## config.mk

```make
export PLATFORM = sky130hd
export DESIGN_NAME = signed_int_to_decimal_text
export DESIGN_NICKNAME = d
export VERILOG_FILES = /design/src/rtl/sitd_pkg.sv /design/src/rtl/sitd_cell.sv /design/src/rtl/signed_int_to_decimal_text.sv
export SDC_FILE = /design/constraint.sdc
export NUM_CORES = 1
export LEC_CHECK = 0
export BUFFER_PORTS_ARGS = -buffer_cell sky130_fd_sc_hd__buf_2
export CORE_MARGIN = 3
export CORE_UTILIZATION = 49
export DETAILED_ROUTE_END_ITERATION = 12
export GPL_TIMING_DRIVEN = 0
export PLACE_DENSITY = 0.66
export SLEW_MARGIN = 20
export SYNTH_ARGS = -nofsm -noshare
export SYNTH_HDL_FRONTEND = slang
export SYNTH_HIERARCHICAL = 1
export SYNTH_SLANG_ARGS = --single-unit
export TNS_END_PERCENT = 30
```

## constraint.sdc

```tcl
create_clock -name clk_i -period 5.9 [get_ports clk_i]
set_clock_uncertainty 0.05 [all_clocks]
set_input_delay 0 -clock clk_i [delete_from_list [all_inputs] [get_ports clk_i]]
set_output_delay 0 -clock clk_i [all_outputs]
set_load 0.05 [all_outputs]
```

## src/rtl/sitd_pkg.sv

```systemverilog
`default_nettype none
// ----------------------------------------------------------------------------
// sitd_pkg: shared types and constants
// Widths, ASCII codes, cell operations and controller states for the
// signed integer to decimal text converter.
// ----------------------------------------------------------------------------
package sitd_pkg;

  localparam int MaxBuffer  = 32;                   // largest buffer, bytes
  localparam int IdxW       = $clog2(MaxBuffer);    // byte index width
  localparam int ValueW     = 32;
  localparam int NumDigits  = 10;                   // decimal digits of 2^31
  localparam int NdigW      = 4;                    // holds 0..NumDigits
  localparam int BitCntW    = $clog2(ValueW);
  localparam int CfgW       = 6;

  localparam logic [CfgW-1:0] CfgReset   = 6'd16;
  localparam logic [7:0]      AsciiZero  = 8'h30;
  localparam logic [7:0]      AsciiMinus = 8'h2D;
  localparam logic [7:0]      AsciiNul   = 8'h00;

  typedef enum logic [1:0] {
    CELL_HOLD,    // keep digit
    CELL_CLEAR,   // digit to zero
    CELL_DABBLE,  // add 3 if >= 5, then shift in lower neighbor's carry
    CELL_MOVE     // take lower neighbor's digit
  } cell_op_e;

  typedef enum logic [1:0] {
    ST_IDLE,
    ST_CONV,
    ST_NORM,
    ST_EMIT
  } state_e;

endpackage
`default_nettype wire

```

## src/rtl/sitd_cell.sv

```systemverilog
`default_nettype none
// ----------------------------------------------------------------------------
// sitd_cell: one BCD digit cell
// Holds one decimal digit; does a double-dabble step or a digit move with
// its lower neighbor.
// ----------------------------------------------------------------------------
module sitd_cell
  import sitd_pkg::*;
(
  input  wire logic       clk_i,
  input  wire logic       rst_ni,
  input  wire cell_op_e   op_i,
  input  wire logic       carry_i,
  input  wire logic [3:0] digit_i,
  output logic            carry_o,
  output logic [3:0]      digit_o
);

  logic [3:0] digit_q, digit_d;
  logic [3:0] adj;

  always_comb begin
    adj = (digit_q >= 4'd5) ? 4'(digit_q + 4'd3) : digit_q;
    digit_d = digit_q;
    case (op_i)
      CELL_HOLD:   digit_d = digit_q;
      CELL_CLEAR:  digit_d = 4'd0;
      CELL_DABBLE: digit_d = {adj[2:0], carry_i};
      CELL_MOVE:   digit_d = digit_i;
      default:     digit_d = digit_q;
    endcase
  end

  // digit register is payload; reset only for clean simulation start
  always_ff @(posedge clk_i or negedge rst_ni) begin
    if (!rst_ni) begin
      digit_q <= 4'd0;
    end else begin
      digit_q <= digit_d;
    end
  end

  assign carry_o = adj[3];
  assign digit_o = digit_q;

endmodule
`default_nettype wire

```

## src/rtl/signed_int_to_decimal_text.sv

```systemverilog
`default_nettype none
// ----------------------------------------------------------------------------
// signed_int_to_decimal_text: signed 32-bit integer to fixed-size ASCII buffer
// Double-dabble through a row of BCD cells, then byte-serial output.
// ----------------------------------------------------------------------------
// Each accepted item (a signed 32-bit value) produces exactly buffer_size
// bytes (clamped to 1..32; zero counts as 1), one per output item, with
// last_o on the final byte: optional '-', the decimal digits most
// significant first, a NUL, then zero padding. Text longer than
// buffer_size-1 bytes is cut on the right. An item goes through the accept
// cycle, conversion (one value bit per cycle through the ten digit cells),
// removal of up to 9 leading zeros, a step that starts output, then the
// output of its buffer_size bytes. One item is in work at a time; the
// next is accepted while the final byte still waits in the output register.
// buffer_size is written through cfg_we_i / cfg_wdata_i; the user must write it
// only while idle, the block itself does not enforce it.
// ----------------------------------------------------------------------------
module signed_int_to_decimal_text
  import sitd_pkg::*;
(
  input  wire logic              clk_i,
  input  wire logic              rst_ni,
  // configuration
  input  wire logic              cfg_we_i,
  input  wire logic [CfgW-1:0]   cfg_wdata_i,
  // input items
  input  wire logic              in_valid_i,
  output logic                   in_stall_o,
  input  wire logic signed [ValueW-1:0] value_i,
  // output items
  output logic                   out_valid_o,
  input  wire logic              out_stall_i,
  output logic [7:0]             char_byte_o,
  output logic                   last_o
);

  state_e state_q, state_d;

  logic [CfgW-1:0]    cfg_q;
  logic [IdxW-1:0]    last_idx;      // effective size - 1

  logic [ValueW-1:0]  mag_q, mag_d;
  logic               neg_q, neg_d;
  logic [BitCntW-1:0] bit_cnt_q, bit_cnt_d;
  logic [NdigW-1:0]   ndig_q, ndig_d;
  logic [NdigW-1:0]   rem_q, rem_d;   // text bytes still to send
  logic               sign_q, sign_d; // minus still to send
  logic [IdxW-1:0]    cnt_q, cnt_d;   // byte position

  logic               out_valid_q, out_valid_d;
  logic [7:0]         char_q, char_d;
  logic               last_q, last_d;

  logic [NdigW-1:0]   text_len;
  logic               load;
  cell_op_e           cell_op;

  // digit chain: index 0 feeds the lowest cell, NumDigits is the top cell
  logic               carry_w [NumDigits+1];
  logic [3:0]         digit_w [NumDigits+1];

  assign carry_w[0] = mag_q[ValueW-1];
  assign digit_w[0] = 4'd0;

  for (genvar k = 0; k < NumDigits; k++) begin : g_cell
    sitd_cell u_cell (
      .clk_i   (clk_i),
      .rst_ni  (rst_ni),
      .op_i    (cell_op),
      .carry_i (carry_w[k]),
      .digit_i (digit_w[k]),
      .carry_o (carry_w[k+1]),
      .digit_o (digit_w[k+1])
    );
  end

  // effective size: zero -> 1, above MaxBuffer -> MaxBuffer
  always_comb begin
    if (cfg_q == '0) begin
      last_idx = '0;
    end else if (int'(cfg_q) > MaxBuffer) begin
      last_idx = IdxW'(MaxBuffer - 1);
    end else begin
      last_idx = IdxW'(cfg_q - 1'b1);
    end
  end

  assign text_len   = NdigW'(ndig_q + {{(NdigW-1){1'b0}}, neg_q});
  assign in_stall_o = (state_q != ST_IDLE);
  assign load       = !out_valid_q || !out_stall_i;

  always_comb begin
    state_d     = state_q;
    mag_d       = mag_q;
    neg_d       = neg_q;
    bit_cnt_d   = bit_cnt_q;
    ndig_d      = ndig_q;
    rem_d       = rem_q;
    sign_d      = sign_q;
    cnt_d       = cnt_q;
    cell_op     = CELL_HOLD;
    out_valid_d = out_valid_q && out_stall_i;
    char_d      = char_q;
    last_d      = last_q;

    case (state_q)
      ST_IDLE: begin
        if (in_valid_i) begin
          neg_d     = value_i[ValueW-1];
          mag_d     = value_i[ValueW-1] ? ValueW'(-value_i) : value_i;
          bit_cnt_d = '0;
          cell_op   = CELL_CLEAR;
          state_d   = ST_CONV;
        end
      end
      ST_CONV: begin
        cell_op   = CELL_DABBLE;
        mag_d     = {mag_q[ValueW-2:0], 1'b0};
        bit_cnt_d = BitCntW'(bit_cnt_q + 1'b1);
        if (bit_cnt_q == BitCntW'(ValueW - 1)) begin
          ndig_d  = NdigW'(NumDigits);
          state_d = ST_NORM;
        end
      end
      ST_NORM: begin
        // drop leading zeros, keep at least one digit
        if (digit_w[NumDigits] == 4'd0 && ndig_q > NdigW'(1)) begin
          cell_op = CELL_MOVE;
          ndig_d  = NdigW'(ndig_q - 1'b1);
        end else begin
          rem_d   = (int'(text_len) < int'(last_idx)) ? text_len : NdigW'(last_idx);
          sign_d  = neg_q;
          cnt_d   = '0;
          state_d = ST_EMIT;
        end
      end
      ST_EMIT: begin
        if (load) begin
          out_valid_d = 1'b1;
          last_d      = (cnt_q == last_idx);
          if (rem_q == '0) begin
            char_d = AsciiNul;
          end else if (sign_q) begin
            char_d = AsciiMinus;
            sign_d = 1'b0;
            rem_d  = NdigW'(rem_q - 1'b1);
          end else begin
            char_d  = 8'(AsciiZero + {4'd0, digit_w[NumDigits]});
            cell_op = CELL_MOVE;
            rem_d   = NdigW'(rem_q - 1'b1);
          end
          cnt_d = IdxW'(cnt_q + 1'b1);
          if (cnt_q == last_idx) begin
            state_d = ST_IDLE;
          end
        end
      end
      default: state_d = ST_IDLE;
    endcase
  end

  always_ff @(posedge clk_i or negedge rst_ni) begin
    if (!rst_ni) begin
      state_q     <= ST_IDLE;
      cfg_q       <= CfgReset;
      out_valid_q <= 1'b0;
      bit_cnt_q   <= '0;
      ndig_q      <= '0;
      rem_q       <= '0;
      sign_q      <= 1'b0;
      cnt_q       <= '0;
    end else begin
      state_q     <= state_d;
      out_valid_q <= out_valid_d;
      bit_cnt_q   <= bit_cnt_d;
      ndig_q      <= ndig_d;
      rem_q       <= rem_d;
      sign_q      <= sign_d;
      cnt_q       <= cnt_d;
      if (cfg_we_i) begin
        cfg_q <= cfg_wdata_i;
      end
    end
  end

  // payload registers
  always_ff @(posedge clk_i) begin
    mag_q  <= mag_d;
    neg_q  <= neg_d;
    char_q <= char_d;
    last_q <= last_d;
  end

  assign out_valid_o = out_valid_q;
  assign char_byte_o = char_q;
  assign last_o      = last_q;

  // ten digits always hold a 32-bit magnitude: nothing leaves the top cell
  assert property (@(posedge clk_i) disable iff (!rst_ni)
    (state_q == ST_CONV) |-> !carry_w[NumDigits])
    else $error("digit chain overflow");

  // at least one digit survives normalization
  assert property (@(posedge clk_i) disable iff (!rst_ni)
    (state_q == ST_NORM) |-> (ndig_q != '0))
    else $error("digit count hit zero");

  // a stalled output item stays put
  assert property (@(posedge clk_i) disable iff (!rst_ni)
    (out_valid_q && out_stall_i) |=>
      (out_valid_q && $stable(char_q) && $stable(last_q)))
    else $error("stalled output item changed");

  // byte position never passes the end of the buffer
  assert property (@(posedge clk_i) disable iff (!rst_ni)
    (state_q == ST_EMIT) |-> (cnt_q <= last_idx))
    else $error("byte position past buffer end");

endmodule
`default_nettype wire
```

# --- Word-level counts from Yosys, hierarchy flattened ---
# Index checks and enable logic that the tools add are counted.
# W data, S select, Z words.
word_totals:
  ff_bits: 109
  out_inout_bits: 11
  in_bits: 43
  word_cells: 149
classes:
  reduce_logical: 23
  n_mux: 57
  n_addsub: 18
  eq_ne: 15
  order_cmp: 13
ops:
  columns: ["op", "n"]
  rows:
  - ["$pmux W4 S3", 9]
  - ["$mux W32", 2]
  - ["$pmux W32 S2", 1]
  - ["$mux W4", 15]
  - ["$ge A4 B3 Y1 const B", 10]
  - ["$add A4 B2 Y4 const B", 9]
  - ["$neg A32 Y32", 1]
  - ["$mux W5", 5]
  - ["$pmux W4 S2", 3]
  - ["$pmux W5 S2", 2]
  - ["$mux W2", 9]
  - ["$pmux W2 S4", 2]
  - ["$ne A2 B2 Y1 const B", 7]
  - ["$add A5 B1 Y5 const B", 2]
  - ["$eq A2 B2 Y1 const B", 4]
  - ["$logic_not A4 Y1", 2]
  - ["$reduce_bool A2 Y1", 4]
  - ["$sub A4 B1 Y4 const B", 2]
  - ["$add A6 B4 Y7 const A", 1]
  - ["$gt A6 B6 Y1 const B", 1]
  - ["$logic_not A6 Y1", 1]
  - ["$mux W1", 6]
  - ["$mux W6", 1]
  - ["$reduce_and A2 Y1", 3]
  - ["other kinds (18)", 24]

# --- Longest topological paths before layout ---
# Gate-level depths: netlist (run 1).
depth:
  ltp_word: 7
  depth_mapped: 13
  depth_no_buf: 13

# --- Cells and area by module ---
# Netlist (run 1), hierarchy kept.
by_module_without_submodules:
  columns: ["module", "seq_area_each_um2", "n_inst", "area_per_inst_um2", "cells_each"]
  rows:
  - ["signed_int_to_decimal_text", 1903.1, 1, 4279.1, 450]
  - ["sitd_cell", 100.1, 10, 284.0, 32]

# --- Least setup slack after synthesis (run 1) ---
# OpenSTA, ideal clock, no wires.
synth_timing:
  path_kind: "reg-to-reg"
  startpoint: "reg state_q[0]"
  endpoint: "reg g_cell[0].u_cell.digit_q[3]"
  required_time_ns: 5.717
  t_arrival_ns: 4.267
  slack_ns: 1.450
  path_buffers: 0
  setup_time_ns: 0.133
  synth_period_minus_slack_ns: 4.450
  path_stages_with_launch: 5
  path_cell_list: "dfrtp_1 inv_1 o21ai_0 o21ai_0 a32o_1"
synth_via:
  elab_chain_cells: 5
  word_cells_on_any_way: 11
  cone_classes: "eq/ne (6); mux (2); reduce/logical (3)"
synth_lines:
  columns: ["element", "line_no", "text"]
  rows:
  - ["start: declaration", "signed_int_to_decimal_text.sv:37", "state_e state_q, state_d;"]
  - ["start signal: assignment", "signed_int_to_decimal_text.sv:173", "state_q <= state_d;"]
  - ["$eq A2 B2 Y1 (tied with other cells)", "signed_int_to_decimal_text.sv:106", "case (state_q)"]
  - ["$pmux W2 S4 (*)", "signed_int_to_decimal_text.sv:106", null]
  - ["named net cell_op[1]", "signed_int_to_decimal_text.sv:56", "cell_op_e cell_op;"]
  - ["$eq A2 B1 Y1 or $eq A2 B2 Y1 (tied branches)", "sitd_cell.sv:25", "case (op_i)"]
  - ["$reduce_or A2 Y1 (no source line)", null, null]
  - ["$pmux W4 S2", "sitd_cell.sv:25", null]
  - ["end signal: assignment", "sitd_cell.sv:39", "digit_q <= digit_d;"]
  - ["end: declaration", "sitd_cell.sv:19", "logic [3:0] digit_q, digit_d;"]
# Mark *: on every way through the listed nets, which the timed path passes. The rest lies on a longest branch.
# A chain may end at the register's enable or synchronous reset.

# --- Final worst setup path (run 1) ---
layout_timing:
  startpoint: "reg state_q[1]"
  endpoint: "reg g_cell[5].u_cell.digit_q[0]"
layout_via:
  elab_chain_cells: 4
  word_cells_on_any_way: 10
  cone_classes: "eq/ne (6); mux (2); reduce/logical (2)"
layout_lines:
  columns: ["element", "line_no"]
  rows:
  - ["$eq A2 B2 Y1 (tied with other cells)", "signed_int_to_decimal_text.sv:106"]
  - ["$pmux W2 S4 (*)", "signed_int_to_decimal_text.sv:106"]
  - ["named net cell_op[0]", "signed_int_to_decimal_text.sv:56"]
  - ["$eq A2 B2 Y1 or $eq A2 B1 Y1 (tied branches)", "sitd_cell.sv:25"]
  - ["$pmux W4 S3", "sitd_cell.sv:25"]
  - ["end signal: assignment", "sitd_cell.sv:39"]
  - ["end: declaration", "sitd_cell.sv:19"]
# Marked as above.

==> flow_metrics.py, run 1 <==
metrics = {
    "run_status": {
        "status": "completed",
    },
    "sta": {
        "slew_headroom_pct": 37.36,
        "rsz0062_at_grt": "false",
        "tightest_slew_ns": 0.9249,
        "max_freq_mhz": 277.3,
        "hold_viol": 0,
        "post-route-period-util_pct": 61.13,
        "setup_viol": 0,
        "min_period_ns": 3.606,
        "slew_violations": 0,
    },
    "finish": {
        "final_common_cell": "nand2_1",
        "drive_gt1_share_pct": 15.33,
        "nFillCells": 1223,
        "fin_nets": 938,
        "insertedDiodeCount": 0,
        "multi_input_area_um2": 3959,
        "area_growth_pct": 15.51,
        "area.sequential_um2": 2904,
        "final_cell_area_um2": 8199,
        "final_cell_mix": "nand2_1, o21ai_0, dfrtp_1",
        "final_cells": 1041,
    },
    "floorplan": {
        "die_x_um": 126.4,
        "std_cell_rows": 43,
        "die_area_um2": 15970,
        "fp.dieH_um": 126.4,
        "start_util_pct": 50.55,
        "core-area_um2": 14040,
        "pin_count": 54,
    },
    "worst_setup_path": {
        "cp_max_fo": 45,
        "reg2regPathDepth": 10,
        "crit_type": "flop to flop",
        "r2r-end": "g_cell[5].u_cell/digit_o[0]$_DFFE_PN0P_",
        "required_ns": 6.09,
        "startpoint_type": "flop",
        "crit_arrival_ns": 3.80,
        "worstSetupEndpointType": "flop",
        "ff2ff_setup_slack_ns": 2.29,
        "r2r_start": "state_q[1]$_DFFE_PN0P_",
    },
    "routing": {
        "dr.pass1.iters": 5,
        "drtIter0Drc": 370,
        "viasPerCell": 5.651,
        "vias": 5883,
        "ant_nets": 0,
        "drc_errors": 0,
        "avgRoutedWirePerCell_um": 14.66,
        "drt_wl_total_um": 15260,
    },
    "global_route": {
        "antenna_found_initial": 0,
        "grt_use_total_pct": 19.53,
        "overflow": 0,
        "grt_max_degree": 47,
        "grt_pass1_wl_um": 26460,
        "grt_pass1_vias": 5815,
    },
    "synthesis": {
        "syn-mean-instance-area_um2": 9.266,
        "synth_warnings": 6,
        "syn_inst": 766,
        "synth.cell_area_um2": 7098,
    },
    "cts": {
        "post_cts_resized": 0,
        "clkSinkCount": 108,
        "clk_transition_reported_paths_ns": 0.08,
        "cts_tree": "built",
        "cts_buffer_depth": 2,
        "clk_latency_ns": 0.36,
        "root_buffer": "clkbuf_16",
        "cts_buffers": 9,
        "post-cts-setup-buffers": 0,
        "h-tree-depth": 3,
    },
    "run": {
        "cap_violations": 0,
    },
    "place": {
        "gp_congestion": 0.8290,
        "io_buffer_count": 50,
        "dp_cells": 1005,
        "dpl.hpwl_um": 10950,
        "dpl_cell_area_um2": 7697,
    },
    "power": {
        "power.density_nw_per_um2": 497.7,
        "leakage_nw": 3.460,
        "max-vdd-ir-drop_mv": 0.3048,
    },
    "hold_path": {
        "hp-start": "value_i[15]",
        "holdPathStages": 3,
        "min_to": "mag_q[15]$_DFFE_PP_",
        "hp-class": "input port to flop",
    },
}
[flip-flops by register name (all words and copies together), names as in the netlist]
register and cells:
cfg_q 6, mag_q 32, ndig_q 4, out_valid_o 1
g_cell.u_cell/digit_o 40, sign_q 1, char_byte_o 6, last_o 1
bit_cnt_q 5, rem_q 4, state_q 2, cnt_q 5
neg_q 1
[layout make-up]
class | instances | area share [%]
inverter | 51 | 2.335
timing repair buffer | 74 | 6.623
buffer | 18 | 0.9156
clock buffer | 10 | 2.793
tap | 180 | 2.747
multi-input combinational | 594 | 48.28
clock inverter | 6 | 0.8851
sequential | 108 | 35.42
[how the worst max path moves through the flow]
stage | from | endpoint | slack, ns
after global placement | state_q[0]$_DFFE_PN0P_ | g_cell[6].u_cell/digit_o[3]$_DFFE_PN0P_ | -0.24
after detailed placement | state_q[1]$_DFFE_PN0P_ | g_cell[5].u_cell/digit_o[0]$_DFFE_PN0P_ | 2.30
after CTS | state_q[1]$_DFFE_PN0P_ | g_cell[5].u_cell/digit_o[0]$_DFFE_PN0P_ | 2.28
after floorplan | state_q[0]$_DFFE_PN0P_ | g_cell[0].u_cell/digit_o[3]$_DFFE_PN0P_ | 1.45
final | state_q[1]$_DFFE_PN0P_ | g_cell[5].u_cell/digit_o[0]$_DFFE_PN0P_ | 2.29
after global routing | state_q[1]$_DFFE_PN0P_ | g_cell[7].u_cell/digit_o[0]$_DFFE_PN0P_ | 1.97
[per-layer routing]
metal,wire [um],track usage [%],vias up
li1,-,-,2938
met1,7057,25.57,2822
met2,7477,33.53,105
met3,507,2.863,18
met4,214,6.120,0
met5,0,0,-
[power breakdown]
group	switching, mW	internal (mW)
Clock	0.286	0.334
Sequential	0.232	1.12
Combinational	1.31	0.803
[what timing repair did]
action / 4_1_cts / 5_1_grt
hold endpoints to repair: 81 / 0
hold buffers: 20 / 0
setup endpoints to repair: 0 / 0
[per-stage QoR]
| step | power [mW] | worst slack, ns | hold WS [ns] | util (%) | setup TNS (ns) |
|---|---|---|---|---|---|
| 3_3_place_gp | 3.301 | -0.2382 | 0.1578 | 54.07 | -5.695 |
| 6_report | 4.081 | 2.294 | 0.01246 | 58.39 | 0 |
| 2_1_floorplan | 2.881 | 1.450 | -0.3456 | - | 0 |
| 3_5_place_dp | 3.451 | 2.300 | -0.1183 | 54.82 | 0 |
| 4_1_cts | 4.096 | 2.280 | 0.002554 | 58.39 | 0 |
| 5_1_grt | 4.442 | 1.970 | 0.02780 | 58.39 | 0 |
[critical path: stages, from the launching register on]
cell and delay [ns]:
dfrtp_1 0.51, ha_1 0.25, clkbuf_1 0.40, inv_1 0.16, a21oi_1 0.59, nand2_1 0.13, nand2_1 0.13, o21a_2 0.44
buf_12 0.27, mux2_2 0.36, a22o_1 0.18
No activity file was read; power rests on OpenSTA's default activity.
==> inputs of run 2 (changes only) <==
--- a/config.mk
+++ b/config.mk
@@ -5,12 +5,13 @@
 export SDC_FILE = /design/constraint.sdc
 export NUM_CORES = 1
 export LEC_CHECK = 0
+export ABC_AREA = 1
 export BUFFER_PORTS_ARGS = -buffer_cell sky130_fd_sc_hd__buf_2
 export CORE_MARGIN = 3
 export CORE_UTILIZATION = 49
 export DETAILED_ROUTE_END_ITERATION = 12
 export GPL_TIMING_DRIVEN = 0
-export PLACE_DENSITY = 0.66
+export PLACE_DENSITY = 0.69
 export SLEW_MARGIN = 20
 export SYNTH_ARGS = -nofsm -noshare
 export SYNTH_HDL_FRONTEND = slang
==> constraint.sdc (replaced) <==
create_clock -name clk_i -period 2.9 [get_ports clk_i]
set_clock_uncertainty 0.05 [all_clocks]
set_input_delay 0 -clock clk_i [delete_from_list [all_inputs] [get_ports clk_i]]
set_output_delay 0 -clock clk_i [all_outputs]
set_load 0.05 [all_outputs]
==> run 2 against run 1 <==
First-iteration DRC count increased by 21%. Hold slack got worse by 0.0091 ns. Critical path type unchanged. Die area increased by 5.4%. Wire length increased by 9.8%. Clock power increased by 98%. Core utilization increased by 1.2 points. Global-route usage increased by 1.0 points.
==> flow_metrics.py, run 2 <==
metrics = {
    "cts": {
        "cts_tree": "built",
        "h-tree-depth": 3,
        "clk_transition_reported_paths_ns": 0.08,
        "clk_latency_ns": 0.36,
        "clkSinkCount": 108,
        "cts_buffers": 9,
        "cts_buffer_depth": 2,
        "root_buffer": "clkbuf_16",
    },
    "synthesis": {
        "synth_warnings": 6,
        "syn_inst": 1042,
        "synth.cell_area_um2": 7502,
        "syn-mean-instance-area_um2": 7.200,
    },
    "worst_setup_path": {
        "crit_arrival_ns": 2.85,
        "startpoint_type": "flop",
        "r2r_start": "state_q[0]$_DFFE_PN0P_",
        "crit_type": "flop to flop",
        "critPathLaunch": "state_q[0]$_DFFE_PN0P_",
        "worstSetupEndpointType": "flop",
        "cp_max_fo": 26,
        "required_ns": 3.13,
    },
    "floorplan": {
        "start_util_pct": 50.85,
        "fp.dieH_um": 129.7,
        "core-area_um2": 14750,
        "die_x_um": 129.7,
        "die_area_um2": 16830,
        "pin_count": 54,
        "std_cell_rows": 44,
    },
    "place": {
        "dpl.hpwl_um": 12180,
        "pre_cts_ws_ns": -0.2139,
        "gp_congestion": 0.9032,
        "io_buffer_count": 50,
        "dp_cells": 1287,
    },
    "sta": {
        "rsz0062_at_grt": "false",
        "tightest_slew_ns": 0.6283,
        "hold_viol": 0,
        "post-route-period-util_pct": 90.30,
        "min_period_ns": 2.619,
        "setup_viol": 0,
        "finalWorstSetupSlack_ns": 0.2814,
        "slew_violations": 0,
        "max_freq_mhz": 381.9,
        "slew_headroom_pct": 57.95,
    },
    "finish": {
        "largest_register_ffs": 40,
        "final_cell_mix": "nand2_1, nand3_1, inv_1",
        "final_cells": 1335,
        "final_common_cell": "nand2_1",
        "area_growth_pct": 17.09,
        "fin_nets": 1228,
        "insertedDiodeCount": 0,
        "drive_gt1_share_pct": 11.73,
    },
    "routing": {
        "vias": 6881,
        "avgRoutedWirePerCell_um": 12.55,
        "drtIter0Drc": 447,
        "dr.pass1.iters": 5,
        "drc_errors": 0,
        "ant_nets": 0,
        "viasPerCell": 5.154,
        "drt_wl_total_um": 16750,
    },
    "global_route": {
        "grt_use_total_pct": 20.52,
        "antenna_found_initial": 0,
        "grt_pass1_wl_um": 28490,
        "overflow": 0,
        "grt_max_degree": 40,
        "grt_pass1_vias": 6337,
    },
    "run": {
        "cap_violations": 0,
    },
    "power": {
        "power.density_nw_per_um2": 874.2,
        "max-vdd-ir-drop_mv": 0.3821,
        "leakage_nw": 4.439,
    },
    "hold_path": {
        "hp-start": "in_valid_i",
        "hp-class": "input port to flop",
    },
    "run_status": {
        "status": "completed",
    },
}
run 2: worst paths after layout:
kind / endpoint / slack, ns / cells after the start
min in group asynchronous: g_cell[6].u_cell/digit_o[2]$_DFFE_PN0P_ / 0.08 / 2
worst min-delay path: bit_cnt_q[1]$_DFFE_PN0P_ / 0.003 / 5
worst max register to register: g_cell[8].u_cell/digit_o[3]$_DFFE_PN0P_ / 0.28 / 12
max in group asynchronous: cfg_q[4]$_DFFE_PN1P_ / 2.09 / 3
worst max-delay path: g_cell[8].u_cell/digit_o[3]$_DFFE_PN0P_ / 0.28 / 12
worst min register to register: g_cell[0].u_cell/digit_o[0]$_DFFE_PN0P_ / 0.42 / 2
run 2: per-stage QoR:
stage,setup TNS [ns],total power [mW],hold WS [ns],utilization [%],area (um^2)
after floorplan,0,5.219,-0.3456,-,7559
after global placement,-27.82,6.044,0.1592,54.49,8039
after detailed placement,-2.920,6.378,-0.07468,55.45,8182
after CTS,0,7.697,0.0001814,59.31,8751
after global routing,0,8.391,0.04994,59.54,8785
final,0,7.680,0.003314,59.54,8785
run 2: final cells by class:
cell class	instances	area, um^2
buffer	15	71.32
inverter	138	518.0
sequential	108	2904
clock inverter	6	43.79
fill	1396	5969
timing repair buffer	88	690.7
multi-input combinational	786	4076
tap	184	230.2
clock buffer	10	250.2
run 2: worst max-delay path: stages (launching register included):
cell and delay (ns):
dfrtp_1 0.42, ha_1 0.36, inv_1 0.11, buf_2 0.22, a21oi_4 0.22, a21oi_2 0.13
o21ai_4 0.24, buf_16 0.20, buf_8 0.17, inv_1 0.06, nor2_2 0.17, nand3_1 0.11
nand3_1 0.08
run 2: per-layer routing:
metal  GRT usage, %  vias up  share of wire (%)
met3          4.585       18                5.0
met5              0        -                  0
met2          33.67      147                 46
met4          5.379        0                1.3
met1          27.69     3089                 48
li1               -     3627                  -
run 2: power by group:
group | leakage, nW | internal, mW | total [mW] | switching [mW]
logic | 3.02 | 1.33 | 3.81 | 2.48
clock network | 0.144 | 0.641 | 1.23 | 0.590
registers | 1.28 | 2.26 | 2.64 | 0.381
run 2: timing repair:
item / in CTS / in global routing
buffers inserted: 2 / 4
pin swaps: 2 / 0
endpoints found under the hold margin: 97 / 0
hold buffers: 26 / 0
resized for setup: 0 / 1
setup endpoints to repair: 29 / 17
==> inputs of run 3 (changes only) <==
--- a/config.mk
+++ b/config.mk
@@ -11,6 +11,7 @@
 export CORE_UTILIZATION = 49
 export DETAILED_ROUTE_END_ITERATION = 12
 export GPL_TIMING_DRIVEN = 0
+export MAX_ROUTING_LAYER = met4
 export PLACE_DENSITY = 0.69
 export SLEW_MARGIN = 20
 export SYNTH_ARGS = -nofsm -noshare
==> run 3 against run 2 <==
Core utilization about the same. Via count decreased by 0.19%. First-iteration DRC count down 1.8%. Largest power group unchanged. Worst setup slack improved by 0.020 ns. Die area is the same. Global-route usage rose by 0.68 points. Hold slack worse by 0.00053 ns. Fmax increased by 0.76%.
==> flow_metrics.py, run 3 (synthesis gave the netlist of run 2 again) <==
metrics = {
    "finish": {
        "final_common_cell": "nand2_1",
        "fin_nets": 1228,
        "final_cells": 1335,
        "area_growth_pct": 17.13,
        "multi_input_area_um2": 4079,
        "area.sequential_um2": 2904,
        "nFillCells": 1395,
        "insertedDiodeCount": 0,
        "largest_register_ffs": 40,
        "drive_gt1_share_pct": 11.82,
        "final_cell_mix": "nand2_1, nand3_1, inv_1",
    },
    "worst_setup_path": {
        "crit_buf_inv": 4,
        "crit_arrival_ns": 2.84,
        "worstSetupEndpointType": "flop",
        "crit_type": "flop to flop",
        "slowest_delay_ns": 0.43,
        "r2r_start": "ndig_q[0]$_DFFE_PN0P_",
        "cpMaxStageDelayCell": "dfrtp_1",
        "ff2ff_setup_slack_ns": 0.30,
        "startpoint_type": "flop",
        "cpLargestDelayFamily": "compound AO/OA/AOI/OAI gates",
        "required_ns": 3.14,
        "worstPathCellList": "inv_1 -> ha_1 -> nor2_1 -> o31ai_1 -> nor2_1 -> a21oi_2 -> o21ai_4 -> buf_16 -> buf_8 -> nor2_1 -> nand2_1 -> nand2_1 -> inv_1 -> nand2_1",
        "r2r-end": "g_cell[5].u_cell/digit_o[1]$_DFFE_PN0P_",
        "reg2regPathDepth": 14,
        "cp_max_fo": 26,
    },
    "power": {
        "switchingPower_mw": 3.454,
        "netSwitchingFraction_pct": 44.97,
        "seq_power_share_pct": 34.4,
        "max-vdd-ir-drop_mv": 0.3824,
        "power.density_nw_per_um2": 874.1,
        "leakage_nw": 4.437,
        "p_int_mw": 4.227,
        "clock_power_share_pct": 16.0,
        "pwr-share-comb_pct": 49.6,
        "power_mw": 7.681,
    },
    "place": {
        "gp_congestion": 0.9187,
        "dpl.hpwl_um": 12180,
        "dp_cells": 1287,
        "io_buffer_count": 50,
    },
    "routing": {
        "avgRoutedWirePerCell_um": 12.56,
        "vias": 6868,
        "drc_errors": 0,
        "viasPerCell": 5.145,
        "dr.pass1.iters": 5,
        "drt_wl_total_um": 16760,
        "ant_nets": 0,
        "drtIter0Drc": 439,
    },
    "cts": {
        "cts_buffer_depth": 2,
        "root_buffer": "clkbuf_16",
        "cts_buffers": 9,
        "clkSinkCount": 108,
        "clk_transition_reported_paths_ns": 0.08,
        "cts_tree": "built",
        "clk_latency_ns": 0.36,
        "h-tree-depth": 3,
    },
    "run_status": {
        "status": "completed",
    },
    "floorplan": {
        "die_area_um2": 16830,
        "fp.dieH_um": 129.7,
        "core-area_um2": 14750,
        "die_x_um": 129.7,
        "start_util_pct": 50.85,
        "std_cell_rows": 44,
        "pin_count": 54,
    },
    "hold_path": {
        "min_to": "bit_cnt_q[1]$_DFFE_PN0P_",
        "hp-class": "input port to flop",
        "holdPathStages": 5,
        "hp-start": "in_valid_i",
    },
    "sta": {
        "slew_headroom_pct": 58.02,
        "setup_viol": 0,
        "tightest_slew_ns": 0.6273,
        "rsz0062_at_grt": "false",
        "slew_violations": 0,
        "min_period_ns": 2.599,
        "hold_viol": 0,
        "post-route-period-util_pct": 89.61,
        "max_freq_mhz": 384.8,
    },
    "global_route": {
        "overflow": 0,
        "antenna_found_initial": 0,
        "grt_use_total_pct": 21.20,
        "grt_pass1_vias": 6328,
        "grt_pass1_wl_um": 28550,
        "grt_max_degree": 40,
    },
    "run": {
        "cap_violations": 0,
    },
}
run 3: area by class of cell:
type                    instances  share of cell area [%]
plain buffers                  15                  0.8116
clock buffers                  10                   2.848
clock inverters                 6                  0.4984
inverters                     138                   5.895
multi-input cells             786                   46.42
flip-flops and latches        108                   33.05
well taps                     184                   2.620
repair buffers                 88                   7.860
run 3: worst max-delay path by stage:
stage                     depth (start not counted)                                 endpoint  slack (ns)              startpoint
after CTS                                        12  g_cell[8].u_cell/digit_o[3]$_DFFE_PN0P_        0.04  state_q[0]$_DFFE_PN0P_
final                                            14  g_cell[5].u_cell/digit_o[1]$_DFFE_PN0P_        0.30   ndig_q[0]$_DFFE_PN0P_
after floorplan                                  11  g_cell[1].u_cell/digit_o[1]$_DFFE_PN0P_        0.07  state_q[0]$_DFFE_PN0P_
after global placement                           11  g_cell[5].u_cell/digit_o[1]$_DFFE_PN0P_       -0.74  state_q[0]$_DFFE_PN0P_
after detailed placement                         13  g_cell[5].u_cell/digit_o[1]$_DFFE_PN0P_       -0.21  state_q[0]$_DFFE_PN0P_
after global routing                             14  g_cell[5].u_cell/digit_o[1]$_DFFE_PN0P_        0.06   ndig_q[0]$_DFFE_PN0P_
run 3: power by group through the flow:
stage / Clock [mW] / Sequential [mW] / Combinational, mW
2_1_floorplan: 0 / 2.65 / 2.57
3_3_place_gp: 0 / 2.66 / 3.39
3_5_place_dp: 0 / 2.66 / 3.72
4_1_cts: 1.27 / 2.64 / 3.79
5_1_grt: 1.33 / 2.71 / 4.36
6_report: 1.23 / 2.64 / 3.81
run 3: per-stage QoR:
stage / cell area (um^2) / setup slack, ns / setup TNS [ns] / hold WS (ns) / utilization (%)
global route: 8787 / 0.05771 / 0 / 0.04986 / 59.56
floorplan: 7559 / 0.07058 / 0 / -0.3456 / -
detailed placement: 8182 / -0.2139 / -2.920 / -0.07468 / 55.45
global placement: 8039 / -0.7422 / -27.82 / 0.1592 / 54.49
finish: 8787 / 0.3013 / 0 / 0.002781 / 59.56
CTS: 8751 / 0.04117 / 0 / 0.0001814 / 59.31
run 3: worst register-to-register path, cell delays in order (launching register included):
cell and delay, ns:
dfrtp_1 0.43, inv_1 0.12, ha_1 0.21, nor2_1 0.06, o31ai_1 0.30, nor2_1 0.14, a21oi_2 0.26, o21ai_4 0.13
buf_16 0.18, buf_8 0.16, nor2_1 0.25, nand2_1 0.09, nand2_1 0.06, inv_1 0.03, nand2_1 0.05
run 3: routing by layer:
metal	wire, um	track usage (%)	vias up
li1	-	-	3627
met1	8116	28.01	3074
met2	7652	33.61	149
met3	769	4.421	18
met4	224	5.379	0
met5	0	-	-
run 3: what timing repair did:
item                                    in CTS  in global routing
buffers inserted                             2                  4
endpoints found under the hold margin       97                  0
resized for setup                            0                  2
pin swaps                                    2                  0
endpoints found under the setup margin      29                 17
hold buffers                                26                  0
gates cloned                                 0                  0
